[config.mk]
export PLATFORM = sky130hd
export DESIGN_NAME = escaped_hex_byte_unescaper
export DESIGN_NICKNAME = d
export VERILOG_FILES = /design/src/rtl/ehbu_pkg.sv /design/src/rtl/escaped_hex_byte_unescaper.sv /design/src/rtl/ehbu_parse.sv
export SDC_FILE = /design/constraint.sdc
export NUM_CORES = 1
export LEC_CHECK = 0
export ABC_AREA = 1
export BUFFER_PORTS_ARGS = -buffer_cell sky130_fd_sc_hd__buf_2
export CORE_MARGIN = 1.5
export CORE_UTILIZATION = 45
export CTS_BUF_LIST = sky130_fd_sc_hd__clkbuf_4
export CTS_CLUSTER_DIAMETER = 100
export CTS_CLUSTER_SIZE = 8
export DETAILED_ROUTE_END_ITERATION = 10
export GPL_ROUTABILITY_DRIVEN = 0
export GPL_TIMING_DRIVEN = 0
export SLEW_MARGIN = 20
export SYNTH_ARGS = -nofsm -noshare
export SYNTH_HDL_FRONTEND = slang
export SYNTH_SLANG_ARGS = --single-unit
[constraint.sdc]
create_clock -name i_clk -period 7.5 [get_ports i_clk]
set_input_delay 0.75 -clock i_clk [delete_from_list [all_inputs] [get_ports i_clk]]
set_output_delay 0.75 -clock i_clk [all_outputs]
set_load 0.1 [all_outputs]
[src/rtl/ehbu_pkg.sv]
// Shared types, constants and hex helpers for the escaped hex byte unescaper.
`default_nettype none

package ehbu_pkg;

    // Reset values of the two configuration registers.
    localparam logic [7:0] START_CHAR_RESET = 8'h23;
    localparam logic [7:0] END_CHAR_RESET   = 8'h2C;

    // Configuration register indexes.
    localparam logic CFG_START_CHAR = 1'b0;
    localparam logic CFG_END_CHAR   = 1'b1;

    // Width of the reported byte count.
    localparam int unsigned SHOWN_COUNT_W = 16;

    typedef enum logic [1:0] {
        MODE_NORMAL,
        MODE_AFTER_START,
        MODE_DIGITS,
        MODE_DROP
    } t_mode;

    typedef enum logic [1:0] {
        STATUS_BUSY,
        STATUS_DONE,
        STATUS_FAIL
    } t_status;

    // Parser state that lives between characters (the byte count is kept apart).
    typedef struct packed {
        t_mode       mode;
        logic [1:0]  digit_count;
        logic [7:0]  first_digit;
        logic [7:0]  second_digit;
    } t_parse_state;

    // What one character produces.
    typedef struct packed {
        logic        res_valid;
        logic        byte_valid;
        logic [7:0]  out_byte;
        t_status     status;
        logic        clear_total;
    } t_parse_out;

    function automatic logic is_hex(input logic [7:0] c);
        return ((c >= 8'h30) && (c <= 8'h39)) ||
               ((c >= 8'h41) && (c <= 8'h46)) ||
               ((c >= 8'h61) && (c <= 8'h66));
    endfunction

    // Letters map to their low nibble plus nine; callers check is_hex.
    function automatic logic [3:0] nibble_of(input logic [7:0] c);
        logic [3:0] low;
        low = c[3:0];
        if ((c >= 8'h30) && (c <= 8'h39)) begin
            return low;
        end
        return low + 4'd9;
    endfunction

endpackage

`default_nettype wire

[src/rtl/escaped_hex_byte_unescaper.sv]
// Path: input register, then parser, then result register.
// Throughput: one character per cycle unless m_tready stalls; the input register
//   and the result register let a new character in while a finished word waits.
// Reset (synchronous, i_rst_n low): both registers empty, parser in pass-through
//   mode with a zero byte count, start and end characters back to '#' and ','.
`default_nettype none

module escaped_hex_byte_unescaper #(
    parameter int unsigned COUNT_WIDTH = 16
) (
    input  wire logic        i_clk,
    input  wire logic        i_rst_n,
    // Configuration write port.
    input  wire logic        i_cfg_we,
    input  wire logic        i_cfg_addr,
    input  wire logic [7:0]  i_cfg_wdata,
    // Character stream in.
    input  wire logic        s_tvalid,
    output logic             s_tready,
    input  wire logic [7:0]  s_tdata,   // [7:0] in_char
    input  wire logic        s_tlast,   // end_of_message
    // Result stream out.
    output logic             m_tvalid,
    input  wire logic        m_tready,
    output logic [23:0]      m_tdata,   // [7:0] out_byte, [23:8] bytes_written
    output logic [2:0]       m_tuser    // [0] byte_valid, [2:1] msg_status
);

    localparam logic [COUNT_WIDTH-1:0] COUNT_MAX = {COUNT_WIDTH{1'b1}};
    localparam int unsigned SW = ehbu_pkg::SHOWN_COUNT_W;

    logic [7:0] r_start_char;
    logic [7:0] r_end_char;

    logic       r_in_valid;
    logic [7:0] r_in_char;
    logic       r_in_eom;

    ehbu_pkg::t_parse_state r_state;
    ehbu_pkg::t_parse_state n_state;
    ehbu_pkg::t_parse_out   parse_out;
    logic [COUNT_WIDTH-1:0] r_total;
    logic [COUNT_WIDTH-1:0] n_total;
    logic [COUNT_WIDTH-1:0] inc_total;
    logic [COUNT_WIDTH-1:0] shown_src;
    logic [COUNT_WIDTH+SW-1:0] shown_ext;
    logic [SW-1:0]          shown;

    logic                   r_out_valid;
    logic [7:0]             r_out_byte;
    logic                   r_out_bvalid;
    ehbu_pkg::t_status      r_out_status;
    logic [SW-1:0]          r_out_count;

    logic out_free;
    logic advance;

    // Configuration registers.
    always_ff @(posedge i_clk) begin
        if (!i_rst_n) begin
            r_start_char <= ehbu_pkg::START_CHAR_RESET;
            r_end_char   <= ehbu_pkg::END_CHAR_RESET;
        end else if (i_cfg_we) begin
            if (i_cfg_addr == ehbu_pkg::CFG_START_CHAR) begin
                r_start_char <= i_cfg_wdata;
            end
            if (i_cfg_addr == ehbu_pkg::CFG_END_CHAR) begin
                r_end_char <= i_cfg_wdata;
            end
        end
    end

    // Handshake: the held character moves on when the result slot is free.
    assign out_free = !r_out_valid || m_tready;
    assign advance  = r_in_valid && out_free;
    assign s_tready = !r_in_valid || advance;

    // Input register.
    always_ff @(posedge i_clk) begin
        if (!i_rst_n) begin
            r_in_valid <= 1'b0;
        end else if (s_tready) begin
            r_in_valid <= s_tvalid;
        end
    end

    always_ff @(posedge i_clk) begin
        if (s_tready && s_tvalid) begin
            r_in_char <= s_tdata;
            r_in_eom  <= s_tlast;
        end
    end

    ehbu_parse u_parse (
        .i_state      (r_state),
        .i_char       (r_in_char),
        .i_eom        (r_in_eom),
        .i_start_char (r_start_char),
        .i_end_char   (r_end_char),
        .o_state      (n_state),
        .o_out        (parse_out)
    );

    // Saturating byte count and its 16-bit report.
    assign inc_total = (r_total == COUNT_MAX) ? r_total : r_total + COUNT_WIDTH'(1);
    assign shown_src = parse_out.byte_valid ? inc_total : r_total;
    assign shown_ext = {{SW{1'b0}}, shown_src};
    assign shown     = (shown_ext[COUNT_WIDTH+SW-1:SW] != '0) ? {SW{1'b1}}
                                                               : shown_ext[SW-1:0];
    assign n_total   = parse_out.clear_total ? '0 : shown_src;

    // Parser state.
    always_ff @(posedge i_clk) begin
        if (!i_rst_n) begin
            r_state.mode         <= ehbu_pkg::MODE_NORMAL;
            r_state.digit_count  <= 2'd0;
            r_state.first_digit  <= 8'h00;
            r_state.second_digit <= 8'h00;
            r_total              <= '0;
        end else if (advance) begin
            r_state <= n_state;
            r_total <= n_total;
        end
    end

    // Result register.
    always_ff @(posedge i_clk) begin
        if (!i_rst_n) begin
            r_out_valid <= 1'b0;
        end else if (out_free) begin
            r_out_valid <= advance && parse_out.res_valid;
        end
    end

    always_ff @(posedge i_clk) begin
        if (advance && parse_out.res_valid) begin
            r_out_byte   <= parse_out.out_byte;
            r_out_bvalid <= parse_out.byte_valid;
            r_out_status <= parse_out.status;
            r_out_count  <= shown;
        end
    end

    assign m_tvalid = r_out_valid;
    assign m_tdata  = {r_out_count, r_out_byte};
    assign m_tuser  = {r_out_status, r_out_bvalid};

    // A failed word never carries a byte.
    assert property (@(posedge i_clk) disable iff (!i_rst_n)
        (r_out_valid && (r_out_status == ehbu_pkg::STATUS_FAIL)) |-> !r_out_bvalid)
        else $error("failed word carries a byte");

    // A word in mid-message is only ever a byte.
    assert property (@(posedge i_clk) disable iff (!i_rst_n)
        (r_out_valid && (r_out_status == ehbu_pkg::STATUS_BUSY)) |-> r_out_bvalid)
        else $error("mid-message word without a byte");

    // Dropping after a failure keeps a zero count.
    assert property (@(posedge i_clk) disable iff (!i_rst_n)
        (r_state.mode == ehbu_pkg::MODE_DROP) |-> (r_total == '0))
        else $error("count not cleared while dropping");

    // Pass-through mode holds no gathered digits.
    assert property (@(posedge i_clk) disable iff (!i_rst_n)
        (r_state.mode == ehbu_pkg::MODE_NORMAL) |-> (r_state.digit_count == 2'd0))
        else $error("digits left over in pass-through mode");

endmodule

`default_nettype wire

[src/rtl/ehbu_parse.sv]
// Next-state and result logic of the unescaper for one character.
`default_nettype none

module ehbu_parse (
    input  wire ehbu_pkg::t_parse_state i_state,
    input  wire logic [7:0]             i_char,
    input  wire logic                   i_eom,
    input  wire logic [7:0]             i_start_char,
    input  wire logic [7:0]             i_end_char,
    output ehbu_pkg::t_parse_state      o_state,
    output ehbu_pkg::t_parse_out        o_out
);

    logic       emit;
    logic       fail;
    logic       close_esc;
    logic [7:0] emit_val;
    logic [7:0] close_hi;
    logic [7:0] close_lo;
    logic       is_start;
    logic       is_end;
    logic       close_ok;
    logic [7:0] close_byte;
    ehbu_pkg::t_parse_state kept;

    assign is_start = (i_char == i_start_char);
    assign is_end   = (i_char == i_end_char);

    // Decide what the character does in the current mode.
    always_comb begin
        emit      = 1'b0;
        fail      = 1'b0;
        close_esc = 1'b0;
        emit_val  = i_char;
        close_hi  = 8'h30;
        close_lo  = i_state.first_digit;
        kept      = i_state;
        case (i_state.mode)
            ehbu_pkg::MODE_NORMAL: begin
                if (is_start) begin
                    if (i_eom) begin
                        fail = 1'b1;
                    end else begin
                        kept.mode = ehbu_pkg::MODE_AFTER_START;
                    end
                end else begin
                    emit = 1'b1;
                end
            end
            ehbu_pkg::MODE_AFTER_START: begin
                if (is_start) begin
                    emit = 1'b1;
                end else if (is_end) begin
                    fail = 1'b1;
                end else begin
                    kept.first_digit = i_char;
                    kept.digit_count = 2'd1;
                    kept.mode        = ehbu_pkg::MODE_DIGITS;
                    if (i_eom) begin
                        // A lone digit is the low nibble.
                        close_esc = 1'b1;
                        close_hi  = 8'h30;
                        close_lo  = i_char;
                    end
                end
            end
            ehbu_pkg::MODE_DIGITS: begin
                if (is_end) begin
                    close_esc = 1'b1;
                    if (i_state.digit_count == 2'd1) begin
                        close_hi = 8'h30;
                        close_lo = i_state.first_digit;
                    end else begin
                        close_hi = i_state.first_digit;
                        close_lo = i_state.second_digit;
                    end
                end else if (i_state.digit_count >= 2'd2) begin
                    fail = 1'b1;
                end else begin
                    kept.second_digit = i_char;
                    kept.digit_count  = 2'd2;
                    if (i_eom) begin
                        close_esc = 1'b1;
                        close_hi  = i_state.first_digit;
                        close_lo  = i_char;
                    end
                end
            end
            default: begin
                // Dropping the rest of a failed message.
                if (i_eom) begin
                    kept.mode = ehbu_pkg::MODE_NORMAL;
                end
            end
        endcase
    end

    // Closing an escape checks both digits and merges the nibbles.
    assign close_ok   = ehbu_pkg::is_hex(close_hi) && ehbu_pkg::is_hex(close_lo);
    assign close_byte = {ehbu_pkg::nibble_of(close_hi), ehbu_pkg::nibble_of(close_lo)};

    // Assemble the result word and the next state.
    always_comb begin
        o_state            = kept;
        o_out.res_valid    = 1'b0;
        o_out.byte_valid   = 1'b0;
        o_out.out_byte     = 8'h00;
        o_out.status       = ehbu_pkg::STATUS_BUSY;
        o_out.clear_total  = 1'b0;
        if (fail || (close_esc && !close_ok)) begin
            o_out.res_valid    = 1'b1;
            o_out.status       = ehbu_pkg::STATUS_FAIL;
            o_out.clear_total  = 1'b1;
            o_state.mode         = i_eom ? ehbu_pkg::MODE_NORMAL : ehbu_pkg::MODE_DROP;
            o_state.digit_count  = 2'd0;
            o_state.first_digit  = 8'h00;
            o_state.second_digit = 8'h00;
        end else if (emit || close_esc) begin
            o_out.res_valid    = 1'b1;
            o_out.byte_valid   = 1'b1;
            o_out.out_byte     = close_esc ? close_byte : emit_val;
            o_out.status       = i_eom ? ehbu_pkg::STATUS_DONE : ehbu_pkg::STATUS_BUSY;
            o_out.clear_total  = i_eom;
            o_state.mode         = ehbu_pkg::MODE_NORMAL;
            o_state.digit_count  = 2'd0;
            o_state.first_digit  = 8'h00;
            o_state.second_digit = 8'h00;
        end else if (i_eom) begin
            o_out.clear_total = 1'b1;
        end
    end

endmodule

`default_nettype wire

# == Yosys cells after proc, flatten, opt, wreduce, memory -nomap -nowiden ==
# Cells that the tools add are included.
# word_totals
regBits,90
in_bits,23
out_inout_bits,29
word_cells,143
# classes
bitwise,2
addsub,3
mux,59
eq_ne,16
reduce_logical,34
n_lt_le_gt_ge,13
# op_table
op,n
$mux W8,16
$mux W16,3
$mux W20,2
$mux W12,3
$ge A8 B7 Y1 const B,4
$le A8 B7 Y1 const B,4
$mux W1,18
$add A16 B1 Y16 const B,1
$eq A16 B16 Y1 const B,1
$eq A8 B8 Y1,2
$ge A8 B6 Y1 const B,2
$le A8 B6 Y1 const B,2
$mux W4,4
$ne A4 B4 Y1 const B,4
$pmux W8 S2,1
$mux W2,6
$logic_and A1 B1 Y1,11
$mux W9,1
$ne A3 B3 Y1 const B,3
$add A4 B4 Y4 const B,2
$logic_or A1 B1 Y1,8
$reduce_and A4 Y1,2
$reduce_and A7 Y1,1
$pmux W2 S3,1
other kinds (18),25

# == Logic depth before layout (Yosys ltp) ==
# depth
ltp_word,15
depth_mapped,31
ltp_nobuf,30

# == Modules after synthesis ==
# From an unflattened synthesis, not the netlist that was laid out.
# hier_totals
cells_unflattened,893
hier_area_um2,6083.3
# by_module_without_submodules
mod,seq_area_each_um2,area_each_um2,instances,cells_per_inst
escaped_hex_byte_unescaper,2162.1,3653.5,1,419
ehbu_parse,0.0,2429.8,1,474

# == Worst setup path before layout ==
# Ideal clock, no wire load.
# synth_path
kind,register to register
start,reg r_in_char[5]
end,reg r_out_bvalid (enable)
setup_ns,0.382
slack_ns,3.871
stages_incl_launch_ff,24
t_arrival_ns,3.247
period_less_slack_ns,3.629
required_ns,7.118
path_buffers,2
cell_sequence,edfxtp_1 -> inv_2 -> nand2_1 -> nand2_1 -> nand2_2 -> nor2_2 -> nand2_2 -> buf_6 -> buf_6 -> nand3_1 -> o21ai_1 -> nand2_1 -> nand3b_1 -> nand2_1 -> inv_1 -> ha_1 -> or2_2 -> a21oi_1 -> a21oi_2 -> nand2_2 -> nand2_4 -> nand3_1 -> nand2_1 -> inv_1
# synth_via
elab_chain_len,14
word_cells_on_any_way,52
cone_classes,order compare: 12; eq/ne: 2; mux: 22; reduce/logical: 16
# synth_rtl
item,line,source
from (decl),escaped_hex_byte_unescaper.sv:36,logic [7:0] r_in_char;
from (signal assigned),escaped_hex_byte_unescaper.sv:89,r_in_char <= s_tdata;
$eq A8 B8 Y1 / $mux W8 (equally long branches),"ehbu_parse.sv:27, ehbu_parse.sv:59, ehbu_parse.sv:82",
$mux W8 (on tied branches),"ehbu_parse.sv:53, ehbu_parse.sv:77",
$mux W8 (on tied branches),"ehbu_parse.sv:51, ehbu_parse.sv:68",
$pmux W8 S2,ehbu_parse.sv:38,case (i_state.mode)
"$ge A8 B6 Y1, or another cell as far along",ehbu_pkg.sv:48,return ((c >= 8'h30) && (c <= 8'h39)) ||
$logic_and A1 B1 Y1 (on tied branches),"ehbu_pkg.sv:48, ehbu_pkg.sv:49",
$logic_or A1 B1 Y1,ehbu_pkg.sv:48,
$logic_or A1 B1 Y1,ehbu_pkg.sv:49,((c >= 8'h41) && (c <= 8'h46)) ||
$logic_and A1 B1 Y1,ehbu_parse.sv:99,assign close_ok = ehbu_pkg::is_hex(close_hi) && ehbu_pkg::is_hex(close_lo);
$logic_not A1 Y1,ehbu_parse.sv:110,if (fail || (close_esc && !close_ok)) begin
$logic_and A1 B1 Y1,ehbu_parse.sv:110,
$logic_or A1 B1 Y1,ehbu_parse.sv:110,
$mux W1 (*),ehbu_parse.sv:110,
$logic_and A1 B1 Y1 (*),escaped_hex_byte_unescaper.sv:136,if (advance && parse_out.res_valid) begin
to (signal assigned),escaped_hex_byte_unescaper.sv:138,r_out_bvalid <= parse_out.byte_valid;
to (decl),escaped_hex_byte_unescaper.sv:51,logic r_out_bvalid;
# Every way passes the cells marked *; elsewhere a longest branch is shown, timed or not.
# A chain may end at the register's enable or synchronous reset.

# == Worst setup path in the final report ==
# layout_path
start,reg r_in_char[5]
end,reg r_out_byte[2] (enable)
# layout_via
elab_chain_len,14
word_cells_on_any_way,52
cone_classes,order compare: 12; eq/ne: 2; mux: 22; reduce/logical: 16
# layout_rtl
item,line,source
$eq A8 B8 Y1 / $mux W8 (equally long branches),"ehbu_parse.sv:27, ehbu_parse.sv:59, ehbu_parse.sv:82",
$mux W8 (on tied branches),"ehbu_parse.sv:53, ehbu_parse.sv:77",
$mux W8 (on tied branches),"ehbu_parse.sv:51, ehbu_parse.sv:68",
$pmux W8 S2,ehbu_parse.sv:38,
"$ge A8 B6 Y1, or another cell as far along",ehbu_pkg.sv:48,
$logic_and A1 B1 Y1 (on tied branches),"ehbu_pkg.sv:48, ehbu_pkg.sv:49",
$logic_or A1 B1 Y1,ehbu_pkg.sv:48,
$logic_or A1 B1 Y1,ehbu_pkg.sv:49,
$logic_and A1 B1 Y1,ehbu_parse.sv:99,
$logic_not A1 Y1,ehbu_parse.sv:110,
$logic_and A1 B1 Y1,ehbu_parse.sv:110,
$logic_or A1 B1 Y1,ehbu_parse.sv:110,
$mux W1 (*),ehbu_parse.sv:110,
$logic_and A1 B1 Y1 (*),escaped_hex_byte_unescaper.sv:136,
to (signal assigned),escaped_hex_byte_unescaper.sv:137,r_out_byte <= parse_out.out_byte;
to (decl),escaped_hex_byte_unescaper.sv:50,logic [7:0] r_out_byte;
# Marks and branches as above.

==> reports/results.ini <==
[clock_network]
ctsResizeCount=0
clk_pin_slew_ns=0.14
cts_max_path_buffers=2
clkSinkCount=90
ctsHoldBuffers=0
cts_tree=built
clk_latency_ns=0.46
root_buffer=clkbuf_4
postCtsSetupBuffers=0
cts_buffers=9
htree_levels=3

[timing]
max_slew_margin=0.350
fin_skew_ns=0.0106
tns_ns=0
worst_slew_pin_slew_ns=0.969
maxSlewViolCount=0
setup_viol=0
fin_crit_sh=0.603
finalWorstSetupSlack_ns=2.98
finalHoldViolations=0
fin_crit_ns=4.52
rsz0062_at_grt=no
timing.fmax_mhz=221

[placed_design]
dp.cells=1010
dp_hpwl_mm=10.9
pre_cts_ws_ns=3.00
portBuffers=50

[min_path]
min-delay-start=s_tdata[4]
min_path_type=in -> reg
hold_path_depth=1
holdPathEnd=r_in_char[4]

[critical_path]
worstSetupPathType=reg -> reg
end_kind=flip-flop
reg2reg_from=r_in_char[5]
reg2reg_to=r_out_byte[2]
critPathMaxFanout=27
cp-start-kind=flip-flop
r2r_slack_ns=2.98
worstPathArrival_ns=4.44
required_ns=7.42
r2r_cells=22

[synth]
synth.avg_cell_area_um2=7.10
synth_edf_count=36
synth_seq_cells=90
netlist_area_um2=5630
synth_nets=829
synth-main-ff-cell=dfxtp_1
yosysSeqAreaShare=0.384
synthCells=792
synth_warnings=0
async_reset_ff_frac=0
ys_types=45

[floorplanning]
start_util=0.465
rows=40
die-width_um=115
die_height_um=115
dieArea_um2=13200
ios=52
design.core.area_um2=12100

[final_layout]
final_common_cell=nand2_1
fin_nets=890
syn_to_final_growth_pct=11.0
layout.cells.most_common_list=nand2_1, nor2_1, inv_1, buf_2, nand3_1
multiInputGateArea_um2=2970
seqCellArea_um2=2160
layout-drive-gt1-share=0.157
fill_cells=1231
fin_util=0.516
layout.cells.non_filler=1026
antenna_cells=0

[power]
p_leak_nw=2.78
p_per_area_nw_per_um2=195
irDropWorstVdd_mv=0.219
power.total_mw=1.22

[detailed_routing]
ant_nets=0
wl_per_cell_um=14.1
firstDrtPassIters=5
vias=5245
drt_iter0_markers=400
wirelength_mm=14.5
via_per_inst=5.11
drc_errors=0

[global_route]
grt_pass1_wl_mm=23.4
grt.total_usage=0.230
grt_overflow=0
grt_pass1_vias=4587
antenna_found_initial=0
grt_max_degree=28

[flow_run]
maxCapViolCount=0

[run_status]
status=finished, final reports clean

[worst max-delay path by stage]
stage | from | endpoint | slack (ns) | depth (start not counted)
6_report | r_in_char[5] | r_out_byte[2] | 2.98 | 22
5_1_grt | r_in_char[0] | r_out_byte[2] | 2.50 | 22
4_1_cts | r_in_char[5] | r_out_byte[2] | 2.94 | 23
3_5_place_dp | r_in_char[5] | r_out_count[10] | 3.00 | 23
3_3_place_gp | r_in_char[5] | r_out_count[10] | 3.02 | 23
2_1_floorplan | r_in_char[5] | r_out_bvalid | 3.87 | 23
[cell usage after synthesis (9+ instances only)]
library cell | instances | area (µm²)
nor3_1 | 10 | 50.1
nand2_2 | 14 | 87.6
nand2_1 | 237 | 890
xor2_1 | 17 | 149
o21ai_2 | 9 | 78.8
buf_2 | 11 | 55.1
clkbuf_1 | 10 | 37.5
edfxtp_1 | 36 | 1080
nor2_1 | 91 | 342
inv_2 | 9 | 33.8
ha_1 | 14 | 175
nand4_1 | 11 | 68.8
dfxtp_1 | 54 | 1080
o21ai_1 | 10 | 50.1
o21ai_0 | 38 | 190
xnor2_1 | 12 | 105
inv_1 | 73 | 274
nand3_1 | 55 | 275
a21oi_1 | 36 | 180
[metrics by stage]
step	hold slack [ns]	area [µm²]
2_1_floorplan	0.440	5630
3_3_place_gp	0.455	6090
3_5_place_dp	0.458	6090
4_1_cts	0.405	6250
5_1_grt	0.410	6250
6_report	0.449	6250
[sequential cells by signal (all words and copies together), names as in the netlist]
name          cells
r_state          20
r_out_count      16
r_total          16
r_end_char        8
r_in_char         8
r_out_byte        8
r_start_char      8
r_out_status      2
m_tvalid          1
r_in_eom          1
r_in_valid        1
r_out_bvalid      1
[cell families (layout without fill, tap and decap cells)]
kind of cell,after synthesis,count (layout),synth area share
compound gates,108,108,0.114
xor+xnor,30,30,0.0480
fa+ha+maj,14,14,0.0311
buf+inv,113,179,0.0876
flops,90,90,0.384
simple gates,437,437,0.335
[final cells by class]
type	instances	area share
buffer	29	0.0280
clock buffer	9	0.0108
clock inverter	7	0.0148
timing repair buffer	50	0.0401
tap	168	0.0336
sequential	90	0.346
multi-input combinational	589	0.476
inverter	84	0.0509
[where the power goes]
part	leakage [nW]	switching [mW]	total, mW	internal [mW]
clock network	0.0816	0.168	0.303	0.135
logic	1.90	0.258	0.357	0.0991
registers	0.793	0.0188	0.560	0.542
[metal layers]
layer  up-vias  track usage  routed length [µm]
met2       220        0.343                6120
met1      2335        0.332                7010
li1       2669            -                   -
met3        21       0.0511                1120
met4         0       0.0724                 248
met5         -            0                   0
[worst max-delay path, stage by stage (launching register included)]
cell and delay [ns]:
edfxtp_1 0.56, inv_2 0.18, nand2_1 0.07, nand2_1 0.07, nand2_2 0.08, nor2_4 0.14, nand3_1 0.14, nand2_1 0.13
nand2_2 0.10, nor2_1 0.26, inv_1 0.12, ha_1 0.23, inv_1 0.05, nor2_1 0.03, nand3_1 0.09, nor3b_1 0.19
nor2_1 0.08, a21oi_2 0.13, nand2_2 0.09, nand2_4 0.11, nand3_1 0.14, nand2_1 0.19, clkinv_1 0.78
Power figures use the tool's default switching activity.
